**config.mk**
```make
export PLATFORM = sky130hd
export DESIGN_NAME = sound_register_log_encoder_flat
export DESIGN_NICKNAME = d
export VERILOG_FILES = /design/src/hw/rtl/srle_pkg.sv /design/src/hw/rtl/srle_in_if.sv /design/src/hw/rtl/srle_out_if.sv /design/src/hw/rtl/sound_register_log_encoder.sv /design/src/hw/rtl/srle_cnt.sv /design/src/hw/rtl/srle_seq.sv /design/src/flat_wrapper.sv
export SDC_FILE = /design/constraint.sdc
export NUM_CORES = 1
export LEC_CHECK = 0
export BUFFER_PORTS_ARGS = -buffer_cell sky130_fd_sc_hd__buf_4
export CAP_MARGIN = 20
export CORE_ASPECT_RATIO = 0.7
export CORE_MARGIN = 2
export CORE_UTILIZATION = 61
export DETAILED_ROUTE_END_ITERATION = 6
export MAX_ROUTING_LAYER = met4
export PLACE_DENSITY = 0.93
export REMOVE_ABC_BUFFERS = 1
export SYNTH_ARGS = -nofsm -noshare
export SYNTH_HDL_FRONTEND = slang
export SYNTH_SLANG_ARGS = --single-unit
```
**constraint.sdc**
```tcl
create_clock -name clk_i -period 4.6 [get_ports clk_i]
set_input_delay 0 -clock clk_i [delete_from_list [all_inputs] [get_ports clk_i]]
set_output_delay 0 -clock clk_i [all_outputs]
set_load 0.05 [all_outputs]
```
**src/hw/rtl/srle_pkg.sv**
```systemverilog
// shared types and constants of the sound register log encoder
package srle_pkg;

  localparam int unsigned CntW = 32;
  localparam logic [CntW-1:0] CntReset = 32'd11;

  localparam logic [7:0] SyncOne  = 8'hFF;
  localparam logic [7:0] SyncLong = 8'hFE;
  localparam logic [7:0] EndMark  = 8'hFD;
  localparam logic [6:0] GrpMask  = 7'h7F;
  localparam logic [7:0] ContBit  = 8'h80;
  localparam int unsigned GrpW    = 7;

  typedef enum logic [1:0] {
    ACT_TICK  = 2'd0,
    ACT_WRITE = 2'd1,
    ACT_END   = 2'd2
  } action_e;

  typedef enum logic [3:0] {
    ST_IDLE,
    ST_FF2,
    ST_FF1,
    ST_FE,
    ST_GRP,
    ST_MOD,
    ST_ADDR,
    ST_DATA,
    ST_END
  } seq_state_e;

  typedef struct packed {
    logic inc;
    logic clr;
  } cnt_ctrl_t;

endpackage

```
**src/hw/rtl/srle_in_if.sv**
```systemverilog
// input channel of the log encoder: action and write fields
interface srle_in_if;
  logic       valid;
  logic       ready;
  logic [1:0] action;
  logic [7:0] module_req;
  logic [7:0] reg_addr;
  logic [7:0] value;

  modport source (output valid, action, module_req, reg_addr, value, input ready);
  modport sink (input valid, action, module_req, reg_addr, value, output ready);
endinterface

```
**src/hw/rtl/srle_out_if.sv**
```systemverilog
// output channel of the log encoder: one stream byte per item
interface srle_out_if;
  logic       valid;
  logic       ready;
  logic [7:0] out_byte;
  logic       last;

  modport source (output valid, out_byte, last, input ready);
  modport sink (input valid, out_byte, last, output ready);
endinterface

```
**src/hw/rtl/sound_register_log_encoder.sv**
```systemverilog
// top level of the sound register log encoder
// in_i carries timer ticks, register writes and the end mark; out_o carries the
// encoded log stream, one byte per item, with last set on the final byte of an input.
// a tick only bumps the pending tick count (saturating at 2^32-1).
// a write or end mark is taken only while the sequencer is idle; it flushes the count
// as FF, FF FF, or FE plus 7-bit groups, then emits module, address and data, or FD.
// the sequencer state registers the item, then loads one byte per cycle into the output
// register while out_o is not stalled, shifting the count out seven bits at a time.
// once the end mark is taken, every later item is taken and dropped.
// reset clears the output valid, sets the count to 11 and opens the log.
// a stalled out_o holds its byte; the sequencer waits and in_i stays not ready
// until the pending bytes have been loaded into the output register.
module sound_register_log_encoder (
  input  logic       clk_i,
  input  logic       rst_ni,
  srle_in_if.sink    in_i,
  srle_out_if.source out_o
);

  srle_pkg::cnt_ctrl_t        cnt_ctrl;
  logic [srle_pkg::CntW-1:0]  count;
  logic                       seq_idle;
  logic                       log_open_q;
  logic                       in_acc;
  logic                       start;
  srle_pkg::action_e          act;

  assign act    = srle_pkg::action_e'(in_i.action);
  assign in_i.ready = seq_idle;
  assign in_acc = in_i.valid && in_i.ready;

  always_comb begin
    cnt_ctrl = '0;
    start    = 1'b0;
    if (in_acc && log_open_q) begin
      case (act)
        srle_pkg::ACT_TICK: begin
          cnt_ctrl.inc = 1'b1;
        end
        srle_pkg::ACT_WRITE, srle_pkg::ACT_END: begin
          cnt_ctrl.clr = 1'b1;
          start        = 1'b1;
        end
        default: begin
          start = 1'b0;
        end
      endcase
    end
  end

  always_ff @(posedge clk_i or negedge rst_ni) begin
    if (!rst_ni) begin
      log_open_q <= 1'b1;
    end else if (start && (act == srle_pkg::ACT_END)) begin
      log_open_q <= 1'b0;
    end
  end

  srle_cnt u_cnt (
    .clk_i   (clk_i),
    .rst_ni  (rst_ni),
    .ctrl_i  (cnt_ctrl),
    .count_o (count)
  );

  srle_seq u_seq (
    .clk_i    (clk_i),
    .rst_ni   (rst_ni),
    .start_i  (start),
    .is_end_i (act == srle_pkg::ACT_END),
    .count_i  (count),
    .mod_i    (in_i.module_req),
    .addr_i   (in_i.reg_addr),
    .data_i   (in_i.value),
    .idle_o   (seq_idle),
    .out_o    (out_o)
  );

  a_end_closes: assert property (@(posedge clk_i) disable iff (!rst_ni)
    (start && (act == srle_pkg::ACT_END)) |=> !log_open_q)
    else $error("log still open after end mark");

  a_flush_clears: assert property (@(posedge clk_i) disable iff (!rst_ni)
    start |=> (count == '0) && !seq_idle)
    else $error("flush did not clear count or start sequencer");

  a_closed_frozen: assert property (@(posedge clk_i) disable iff (!rst_ni)
    (!log_open_q && seq_idle) |=> $stable(count) && seq_idle)
    else $error("closed log changed state");

endmodule

```
**src/hw/rtl/srle_cnt.sv**
```systemverilog
// saturating counter of pending timer ticks
module srle_cnt (
  input  logic                          clk_i,
  input  logic                          rst_ni,
  input  srle_pkg::cnt_ctrl_t           ctrl_i,
  output logic [srle_pkg::CntW-1:0]     count_o
);

  logic [srle_pkg::CntW-1:0] count_q, count_d;

  always_comb begin
    count_d = count_q;
    if (ctrl_i.clr) begin
      count_d = '0;
    end else if (ctrl_i.inc && (count_q != '1)) begin
      count_d = count_q + 1'b1;
    end
  end

  always_ff @(posedge clk_i or negedge rst_ni) begin
    if (!rst_ni) begin
      count_q <= srle_pkg::CntReset;
    end else begin
      count_q <= count_d;
    end
  end

  assign count_o = count_q;

endmodule

```
**src/hw/rtl/srle_seq.sv**
```systemverilog
// byte sequencer: sync code, 7-bit group shifter, write or end bytes, output register
module srle_seq (
  input  logic                      clk_i,
  input  logic                      rst_ni,
  input  logic                      start_i,
  input  logic                      is_end_i,
  input  logic [srle_pkg::CntW-1:0] count_i,
  input  logic [7:0]                mod_i,
  input  logic [7:0]                addr_i,
  input  logic [7:0]                data_i,
  output logic                      idle_o,
  srle_out_if.source                out_o
);

  srle_pkg::seq_state_e state_q, state_d;
  logic [srle_pkg::CntW-1:0] grp_q, grp_d;
  logic [7:0] mod_q, addr_q, data_q;
  logic       is_end_q;
  logic       out_valid_q;
  logic [7:0] out_byte_q;
  logic       out_last_q;
  logic       adv;
  logic       emit;
  logic [7:0] byte_n;
  logic       last_n;
  logic       grp_more;

  assign adv      = !out_valid_q || out_o.ready;
  assign grp_more = |grp_q[srle_pkg::CntW-1:srle_pkg::GrpW];

  always_comb begin
    state_d = state_q;
    grp_d   = grp_q;
    emit    = 1'b0;
    byte_n  = srle_pkg::SyncOne;
    last_n  = 1'b0;
    case (state_q)
      srle_pkg::ST_IDLE: begin
        if (start_i) begin
          grp_d = count_i - srle_pkg::CntW'(2);
          if (count_i == '0) begin
            state_d = is_end_i ? srle_pkg::ST_END : srle_pkg::ST_MOD;
          end else if (count_i == srle_pkg::CntW'(1)) begin
            state_d = srle_pkg::ST_FF1;
          end else if (count_i == srle_pkg::CntW'(2)) begin
            state_d = srle_pkg::ST_FF2;
          end else begin
            state_d = srle_pkg::ST_FE;
          end
        end
      end
      srle_pkg::ST_FF2: begin
        if (adv) begin
          emit    = 1'b1;
          state_d = srle_pkg::ST_FF1;
        end
      end
      srle_pkg::ST_FF1: begin
        if (adv) begin
          emit    = 1'b1;
          state_d = is_end_q ? srle_pkg::ST_END : srle_pkg::ST_MOD;
        end
      end
      srle_pkg::ST_FE: begin
        byte_n = srle_pkg::SyncLong;
        if (adv) begin
          emit    = 1'b1;
          state_d = srle_pkg::ST_GRP;
        end
      end
      srle_pkg::ST_GRP: begin
        byte_n = {1'b0, grp_q[srle_pkg::GrpW-1:0] & srle_pkg::GrpMask};
        if (grp_more) begin
          byte_n = byte_n | srle_pkg::ContBit;
        end
        if (adv) begin
          emit = 1'b1;
          if (grp_more) begin
            grp_d = grp_q >> srle_pkg::GrpW;
          end else begin
            state_d = is_end_q ? srle_pkg::ST_END : srle_pkg::ST_MOD;
          end
        end
      end
      srle_pkg::ST_MOD: begin
        byte_n = mod_q;
        if (adv) begin
          emit    = 1'b1;
          state_d = srle_pkg::ST_ADDR;
        end
      end
      srle_pkg::ST_ADDR: begin
        byte_n = addr_q;
        if (adv) begin
          emit    = 1'b1;
          state_d = srle_pkg::ST_DATA;
        end
      end
      srle_pkg::ST_DATA: begin
        byte_n = data_q;
        last_n = 1'b1;
        if (adv) begin
          emit    = 1'b1;
          state_d = srle_pkg::ST_IDLE;
        end
      end
      srle_pkg::ST_END: begin
        byte_n = srle_pkg::EndMark;
        last_n = 1'b1;
        if (adv) begin
          emit    = 1'b1;
          state_d = srle_pkg::ST_IDLE;
        end
      end
      default: begin
        state_d = srle_pkg::ST_IDLE;
      end
    endcase
  end

  always_ff @(posedge clk_i or negedge rst_ni) begin
    if (!rst_ni) begin
      state_q     <= srle_pkg::ST_IDLE;
      out_valid_q <= 1'b0;
    end else begin
      state_q <= state_d;
      if (adv) begin
        out_valid_q <= emit;
      end
    end
  end

  always_ff @(posedge clk_i) begin
    grp_q <= grp_d;
    if (adv) begin
      out_byte_q <= byte_n;
      out_last_q <= last_n;
    end
    if (start_i) begin
      mod_q    <= mod_i;
      addr_q   <= addr_i;
      data_q   <= data_i;
      is_end_q <= is_end_i;
    end
  end

  assign idle_o       = (state_q == srle_pkg::ST_IDLE);
  assign out_o.valid    = out_valid_q;
  assign out_o.out_byte = out_byte_q;
  assign out_o.last     = out_last_q;

endmodule

```
**src/flat_wrapper.sv**
```systemverilog
// flat-port wrapper written by rule: the top's interface ports become plain ports
module sound_register_log_encoder_flat 
  (clk_i, rst_ni, in_i_valid, in_i_action, in_i_module_req, in_i_reg_addr, in_i_value, in_i_ready, out_o_valid, out_o_out_byte, out_o_last, out_o_ready);
  srle_in_if in_i_i ();
  srle_out_if out_o_i ();
  input  logic clk_i;
  input  logic rst_ni;
  input wire logic [$bits(in_i_i.valid)-1:0] in_i_valid;
  input wire logic [$bits(in_i_i.action)-1:0] in_i_action;
  input wire logic [$bits(in_i_i.module_req)-1:0] in_i_module_req;
  input wire logic [$bits(in_i_i.reg_addr)-1:0] in_i_reg_addr;
  input wire logic [$bits(in_i_i.value)-1:0] in_i_value;
  output wire logic [$bits(in_i_i.ready)-1:0] in_i_ready;
  output wire logic [$bits(out_o_i.valid)-1:0] out_o_valid;
  output wire logic [$bits(out_o_i.out_byte)-1:0] out_o_out_byte;
  output wire logic [$bits(out_o_i.last)-1:0] out_o_last;
  input wire logic [$bits(out_o_i.ready)-1:0] out_o_ready;
  assign in_i_i.valid = in_i_valid;
  assign in_i_i.action = in_i_action;
  assign in_i_i.module_req = in_i_module_req;
  assign in_i_i.reg_addr = in_i_reg_addr;
  assign in_i_i.value = in_i_value;
  assign in_i_ready = in_i_i.ready;
  assign out_o_valid = out_o_i.valid;
  assign out_o_out_byte = out_o_i.out_byte;
  assign out_o_last = out_o_i.last;
  assign out_o_i.ready = out_o_ready;
  sound_register_log_encoder u_core (.clk_i(clk_i), .rst_ni(rst_ni), .in_i(in_i_i), .out_o(out_o_i));
endmodule
```
Word-level counts from Yosys, hierarchy flattened
Cells that the tools add are included.
{"block": "op_classes", "add_sub_neg": 2, "eq_ne": 23, "muxes": 29, "n_reduce_logical": 17}
{"operator": "$mux W32", "count": 5}
{"operator": "$pmux W32 S2", "count": 1}
{"operator": "$mux W4", "count": 12}
{"operator": "$pmux W8 S6", "count": 1}
{"operator": "$add A32 B1 Y32 const B", "count": 1}
{"operator": "$eq A32 B1 Y1 const B", "count": 1}
{"operator": "$eq A32 B2 Y1 const B", "count": 1}
{"operator": "$logic_not A32 Y1", "count": 1}
{"operator": "$ne A32 B32 Y1 const B", "count": 1}
{"operator": "$pmux W4 S8", "count": 1}
{"operator": "$sub A32 B2 Y32 const B", "count": 1}
{"operator": "$reduce_or A25 Y1", "count": 1}
{"operator": "$ne A2 B2 Y1 const B", "count": 9}
{"operator": "$eq A4 B3 Y1 const B", "count": 4}
{"operator": "$reduce_and A9 Y1", "count": 1}
{"operator": "$eq A4 B2 Y1 const B", "count": 2}
{"operator": "$mux W8", "count": 1}
{"operator": "$reduce_or A8 Y1", "count": 1}
{"operator": "$mux W2", "count": 3}
{"operator": "$mux W1", "count": 5}
{"operator": "$eq A4 B1 Y1 const B", "count": 1}
{"operator": "$eq A4 B4 Y1 const B", "count": 1}
{"operator": "$logic_and A1 B1 Y1", "count": 4}
{"operator": "$logic_not A4 Y1", "count": 1}
{"operator": "other kinds (9)", "count": 11}
{"block": "word_totals", "register_bits": 104, "output_inout_bits": 11, "word_cells": 82}

Logic depth before layout (Yosys ltp)
Gate-level depths: netlist of the first run.
{"block": "depth", "word_depth": 7, "depth_mapped": 10, "mapped_depth_nobuf": 7}

Cells and area by module
A second synthesis of the first run with hierarchy kept.
{"block": "hier_totals", "cells_unflattened": 526, "hier_area_um2": 5612.9}
{"mod": "srle_seq", "instances": 1, "cells_each": 319, "area_each_um2": 3658.5, "seq_area_each_um2": 2107.0}
{"mod": "srle_cnt", "instances": 1, "cells_each": 198, "area_each_um2": 1858.0, "seq_area_each_um2": 804.5}
{"mod": "sound_register_log_encoder", "instances": 1, "cells_each": 9, "area_each_um2": 96.3, "seq_area_each_um2": 26.3}

Worst setup path after synthesis of the first run
Ideal clock, no wire load.
{"block": "synth_timing", "path_kind": "reg-to-reg", "from": "reg u_core.u_seq.state_q[2]", "to": "reg u_core.u_seq.grp_q[0] in the netlist's numbering, enable pin", "arrival_time_ns": 3.198, "slack_ns": 0.970, "stages_incl_launch_ff": 8, "period_less_slack_ns": 3.630, "cell_sequence": "dfrtp_1 > clkbuf_1 > nand2b_1 > clkbuf_1 > nor3_1 > clkbuf_1 > a21oi_1 > a21oi_1"}
{"block": "synth_between", "elab_chain_len": 6, "elab_cells_between_ends": 10, "cone_classes": "4 x eq/ne; 1 x mux; 5 x reduce/logical"}
{"item": "from (decl)", "line_no": "srle_seq.sv:15", "source": "srle_pkg::seq_state_e state_q, state_d;"}
{"item": "from (signal assigned)", "line_no": "srle_seq.sv:123", "source": "state_q <= srle_pkg::ST_IDLE;"}
{"item": "from (signal assigned)", "line_no": "srle_seq.sv:126", "source": "state_q <= state_d;"}
{"item": "$logic_not A4 Y1", "line_no": "srle_seq.sv:37, srle_seq.sv:147"}
{"item": "$logic_and A1 B1 Y1", "line_no": "sound_register_log_encoder.sv:30", "source": "assign in_acc = in_i.valid && in_i.ready;"}
{"item": "$logic_and A1 B1 Y1", "line_no": "sound_register_log_encoder.sv:35", "source": "if (in_acc && log_open_q) begin"}
{"item": "$mux W1", "line_no": "sound_register_log_encoder.sv:35"}
{"item": "$ne A2 B2 Y1 (no line)"}
{"item": "$reduce_and A4 Y1 (no line) (*)"}
{"item": "to (signal assigned)", "line_no": "srle_seq.sv:134", "source": "grp_q <= grp_d;"}
{"item": "to (decl)", "line_no": "srle_seq.sv:16", "source": "logic [srle_pkg::CntW-1:0] grp_q, grp_d;"}
Every way passes the cells marked *; elsewhere a longest branch is shown, timed or not.
A chain may end at the register's enable or synchronous reset.

Final worst setup path of the first run
{"block": "layout_timing", "from": "reg u_core.u_seq.state_q[1]", "to": "reg u_core.u_cnt.count_q (netlist bit u_core.u_cnt.count_o[29])"}
{"block": "layout_between", "elab_chain_len": 6, "elab_cells_between_ends": 7, "cone_classes": "2 x mux; 5 x reduce/logical"}
{"item": "$logic_not A4 Y1 (*)", "line_no": "srle_seq.sv:147", "source": "assign idle_o = (state_q == srle_pkg::ST_IDLE);"}
{"item": "$logic_and A1 B1 Y1 (*)", "line_no": "sound_register_log_encoder.sv:30"}
{"item": "$logic_and A1 B1 Y1 (*)", "line_no": "sound_register_log_encoder.sv:35"}
{"item": "$mux W2 (*)", "line_no": "sound_register_log_encoder.sv:35"}
{"item": "$logic_and A1 B1 Y1", "line_no": "srle_cnt.sv:15", "source": "end else if (ctrl_i.inc && (count_q != '1)) begin"}
{"item": "$reduce_bool A2 Y1 (no line)"}
{"item": "to (signal assigned)", "line_no": "srle_cnt.sv:22", "source": "count_q <= srle_pkg::CntReset;"}
{"item": "to (signal assigned)", "line_no": "srle_cnt.sv:24", "source": "count_q <= count_d;"}
{"item": "to (decl)", "line_no": "srle_cnt.sv:9", "source": "logic [srle_pkg::CntW-1:0] count_q, count_d;"}
Marked as above.

==> results of run 1 <==
==> final cells by class <==
cell class,instances,area [um2],area share
Clock inverter,5,47.55,0.007322
Multi-Input combinational cell,391,2476,0.3813
Sequential cell,104,2938,0.4524
Clock buffer,11,232.7,0.03584
Timing Repair Buffer,68,573.1,0.08825
Tap cell,124,155.1,0.02389
Inverter,19,71.32,0.01098
==> metrics by stage <==
stage / power [mW] / TNS (ns) / utilization
final: 2.570 / 0 / 0.7187
after global routing: 2.663 / 0 / 0.7187
after CTS: 2.540 / 0 / 0.7187
after detailed placement: 1.807 / 0 / 0.6600
after global placement: 1.770 / 0 / 0.6600
after floorplan: 1.620 / -45.26 / -
==> cells in the final DEF, fill, tap and decap left out, drive strengths merged, types with 10 or more instances in the layout <==
cell / instances
a21oi: 37
nor4: 22
nand4: 11
or4: 13
dfrtp: 34
edfxtp: 66
or3: 21
buf: 43
nor2: 33
inv: 22
o21ai: 49
nor3: 14
nand3: 16
clkbuf: 11
dlygate4sd3: 25
nand2: 57
or2: 10
xnor2: 24
==> power by group through the flow <==
stage               logic, mW  registers (mW)  clock network [mW]
floorplan               0.329            1.29                   0
global route            0.652            1.24               0.771
CTS                     0.592            1.22               0.731
global placement        0.543            1.23                   0
detailed placement      0.570            1.24                   0
finish                  0.610            1.23               0.728
==> path summary, 6_finish.rpt <==
path                                               from                        to  slack (ns)  depth (start not counted)
worst max-delay path            u_core.u_seq.state_q[1]  u_core.u_cnt.count_o[29]        1.72                          7
worst min-delay path                        out_o_ready   u_core.u_seq.state_q[3]        0.07                          4
worst max register to register  u_core.u_seq.state_q[1]  u_core.u_cnt.count_o[29]        1.72                          7
worst min register to register        u_core.log_open_q         u_core.log_open_q        0.49                          1
max in group asynchronous                        rst_ni   u_core.u_cnt.count_o[1]        4.09                          2
min in group asynchronous                        rst_ni  u_core.u_cnt.count_o[23]        0.16                          2
==> worst register-to-register path: stages (launching register included) <==
cell,delay (ns)
dfrtp_1,0.77
nor3_4,0.44
nand2b_1,0.20
inv_2,0.17
and4_1,0.22
o211ai_1,0.30
or4_1,0.52
a21oi_1,0.17
==> flip-flops by register name, indices dropped and copies added (netlist names), 4 cells and up <==
register                     count
u_core.u_cnt.count_o            32
u_core.u_seq.addr_q              8
u_core.u_seq.data_q              8
u_core.u_seq.grp_q              32
u_core.u_seq.mod_q               8
u_core.u_seq.out_o.out_byte      8
u_core.u_seq.state_q             4
==> cell families (layout without fill, tap and decap cells) <==
family,count (synthesis),in the layout,synth area share
and+or+nand+nor,230,230,0.2265
AOI/OAI and AO/OA,114,114,0.1166
DFF,104,104,0.5203
buffers and inverters,57,103,0.04276
xor gates and xnor gates,29,29,0.04498
muxes,10,10,0.03124
adders and majority gates,8,8,0.01773
==> layer usage <==
layer / wire length (um) / global-route usage / vias to the layer above
li1: - / - / 2105
met1: 5541 / 0.4061 / 2200
met2: 6806 / 0.4791 / 313
met3: 1401 / 0.06386 / 26
met4: 311 / 0.09416 / 0
met5: 0 / - / -
==> impl_metrics.ini, run 1 <==
[placed_design]
place_hpwl_um = 8976
port_buffers = 40
gp_congestion = 0.9434
place_inst = 681
preCtsSetupSlack_ns = 1.874
dpl_cell_area_um2 = 5963

[timing]
relSlewSlack = 0.3117
min_period_ns = 2.878
fin_ws_ns = 1.722
rsz0062_at_grt = no
post-route-period-util = 0.6256
hold_viol_final = 0
clock.fmax_ghz = 0.3475
finalMaxSlewViolations = 0
setup_viol = 0
tightest_slew_ns = 1.032
hold-worst-slack_ns = 0.07279
finClkSkew_ns = 0.01158

[die]
die_area_um2 = 10050
fp.dieW_um = 119.0
num_io_pins = 41
core_um2 = 9035
die_h_um = 84.50
num_rows = 29
start_util = 0.6250

[power]
irDropWorstVdd_mv = 0.2808
p_int_mw = 1.720
power.density_nw_per_um2 = 395.7
p_comb_frac = 0.237
netSwitchingFraction = 0.3305
leakagePower_nw = 2.378
switchingPower_mw = 0.8493
p_clk_frac = 0.283
p_seq_frac = 0.479

[final_layout]
fillers = 603
n_antenna_cell = 0
drive_gt1_frac = 0.1522
nets = 631
stdcell_area_um2 = 6494
syn2layout_area_growth_pct = 15.00
fin_cells = 722

[setup_path]
worstSetupPathType = flop to flop
critPathMaxStageDelay_ns = 0.77
critPathTopFamily = simple AND/OR/NAND/NOR gates
cp.arrival_ns = 3.14
crit_path_end_kind = flop
cp_slowest_cell = dfrtp_1
path_cells = nor3_4 > nand2b_1 > inv_2 > and4_1 > o211ai_1 > or4_1 > a21oi_1
start_kind = flop
worst-path-buf-inv = 1
required_ns = 4.87
cp_max_fo = 23

[synth]
synth_area_um2 = 5647
synthesis.instances = 552
yosysTopAreaCell = edfxtp_1
synth_common_cells = edfxtp_1, nand2_1, o21ai_0
ys.flop_type = edfxtp_1
yosys_register_bits = 104
yosysWarnings = 0
avgSynthCellArea_um2 = 10.23
netlist-cell-type-count = 55
synth_edf_count = 66
synth.top_cell.area_share = 0.3510
yosysSeqAreaShare = 0.5203
synth.most_common_cell = edfxtp_1
yosys-top-cells-area = edfxtp_1, dfrtp_1, o21ai_0
synth_async_sr_flop_share = 0.3654

[global_routing]
grt_pass1_vias = 4339
grt.overflow.total = 0
grt_start_max_net_pins = 61
track_usage = 0.3058
antenna_found_initial = 0
grt_first_pass_wirelength_um = 22830

[clocking]
hold_buffers = 25
numCtsBuffers = 9
cts.htree.levels = 3
cts_tree = done
cts_setup_buffers = 0
cts_buffer_depth = 2
cts_resized = 0
clk_pin_slew_worst_paths_ns = 0.07
cts.sinks = 104
clock_latency_ns = 0.35
cts-root-buf = clkbuf_16

[job]
drv_cap = 0

[route]
viasPerCell = 6.432
wire_per_inst_um = 19.48
dr.pass1.iters = 6
drc = 0
drt_wl_total_um = 14060
antenna_left = 0
drt-initial-drc-count = 635
vias = 4644

[run_status]
status = complete, no violations

[min_path]
hp-class = primary input to flop
(Power assumes the default switching activity.)
==> inputs of run 2 (changes only) <==
clock period = 2.95 ns   (was 4.6 ns; I/O delays follow)
==> impl_metrics.ini, run 2 (same netlist as run 1, synthesis figures left out) <==
[run_status]
status = complete, no violations

[final_layout]
mostFrequentLayoutCells = edfxtp_1, nand2_1, buf_4, o21ai_0, a21oi_1
drive_gt1_frac = 0.1689
nets = 643
stdcell_area_um2 = 6606
syn2layout_area_growth_pct = 17.00
layout_commonest_cell = edfxtp_1
fin_cells = 734
n_antenna_cell = 0

[clocking]
cts-root-buf = clkbuf_16
clk_pin_slew_worst_paths_ns = 0.07
cts_buffer_depth = 2
cts.sinks = 104
cts_tree = done
numCtsBuffers = 9
cts.htree.levels = 3
clock_latency_ns = 0.35

[setup_path]
start_kind = flop
required_ns = 3.03
crit_path_end_kind = flop
ff2ff_path_depth = 7
crit_cells = 7
critPathMaxStageDelay_ns = 0.55
reg2reg_slack_ns = 0.34
critPathTopFamily = simple AND/OR/NAND/NOR gates
cp_slowest_cell = or4b_4
worstSetupPathType = flop to flop
worst-path-buf-inv = 1
path_cells = inv_1 > ha_1 > or4b_4 > or2_2 > or4_1 > xor2_1 > o21ai_1
cp.arrival_ns = 2.69
cp_max_fo = 11

[timing]
post-route-period-util = 0.8835
finClkSkew_ns = 0.008956
min_period_ns = 2.606
hold-worst-slack_ns = 0.09011
clock.fmax_ghz = 0.3837
hold_viol_final = 0
tightest_slew_ns = 0.7003
relSlewSlack = 0.5311
finalMaxSlewViolations = 0
rsz0062_at_grt = no
setup_viol = 0
fin_ws_ns = 0.3438

[die]
core_um2 = 9035
start_util = 0.6250
num_io_pins = 41
die_h_um = 84.50
die_area_um2 = 10050
num_rows = 29
fp.dieW_um = 119.0

[placed_design]
dpl_cell_area_um2 = 6053
preCtsSetupSlack_ns = 0.3864
place_inst = 693
gp_congestion = 0.9164
place_hpwl_um = 9263
port_buffers = 40

[power]
power.density_nw_per_um2 = 624.5
irDropWorstVdd_mv = 0.6847
leakagePower_nw = 2.455
power_mw = 4.126

[global_routing]
antenna_found_initial = 0
grt_first_pass_wirelength_um = 23080
grt_pass1_vias = 4557
grt_start_max_net_pins = 60
grt.overflow.total = 0
track_usage = 0.3078

[route]
viasPerCell = 6.542
drc = 0
antenna_left = 0
wire_per_inst_um = 19.51
dr.pass1.iters = 5
vias = 4802
drt_wl_total_um = 14320
drt-initial-drc-count = 629

[min_path]
whs_path_depth = 3
hp-class = primary input to flop

[job]
drv_cap = 0
[run 2: changes by cell type in the layout (fill, tap and decap cells not counted)]
| cell | previous run | this run |
|---|---|---|
| buf_4 | 43 | 55 |
| bufinv_16 | 0 | 1 |
| clkbuf_1 | 2 | 0 |
| clkinv_1 | 0 | 2 |
| clkinvlp_4 | 1 | 0 |
[run 2: worst paths after layout]
kind / from / to
max: u_core.u_cnt.count_o[2] / u_core.u_seq.grp_q[13]
min: in_i_action[1] / u_core.log_open_q
max reg2reg: u_core.u_cnt.count_o[2] / u_core.u_seq.grp_q[13]
min reg2reg: u_core.log_open_q / u_core.log_open_q
max in group asynchronous: rst_ni / u_core.log_open_q
min in group asynchronous: rst_ni / u_core.u_cnt.count_o[21]
[run 2: worst min-delay path: stages]
cell and delay [ns]:
buf_4 0.09, ha_1 0.23, a21boi_0 0.12
[run 2: report_power, final]
group	internal [mW]	total [mW]	switching, mW
sequential	1.73	1.81	0.0830
combinational	0.389	1.10	0.711
clock	0.669	1.22	0.548
[run 2: per-layer routing]
| layer | share of wire | GRT usage |
|---|---|---|
| met5 | 0 | - |
| met1 | 0.40 | 0.4242 |
| met3 | 0.12 | 0.09239 |
| met2 | 0.45 | 0.4441 |
| met4 | 0.023 | 0.09307 |
[run 2: layout make-up]
class                           instances  area, um2
Fill cell                             556       2429
Timing Repair Buffer                   80      663.1
Inverter                               19      71.32
Tap cell                              124      155.1
Clock inverter                          7      77.57
Clock buffer                            9      225.2
Sequential cell                       104       2938
Multi-Input combinational cell        391       2476
[run 2: stage by stage]
stage / TNS [ns] / util
final: 0 / 0.7312
after CTS: 0 / 0.7312
after floorplan: -133.85 / -
after global placement: 0 / 0.6700
after detailed placement: 0 / 0.6700
after global routing: 0 / 0.7312
[run 2: what timing repair did]
action / CTS / global route
hold buffers: 25 / 0
resized for setup: 0 / 0
endpoints found under the setup margin: 0 / 0
setup buffers: 0 / 0
endpoints found under the hold margin: 62 / 0
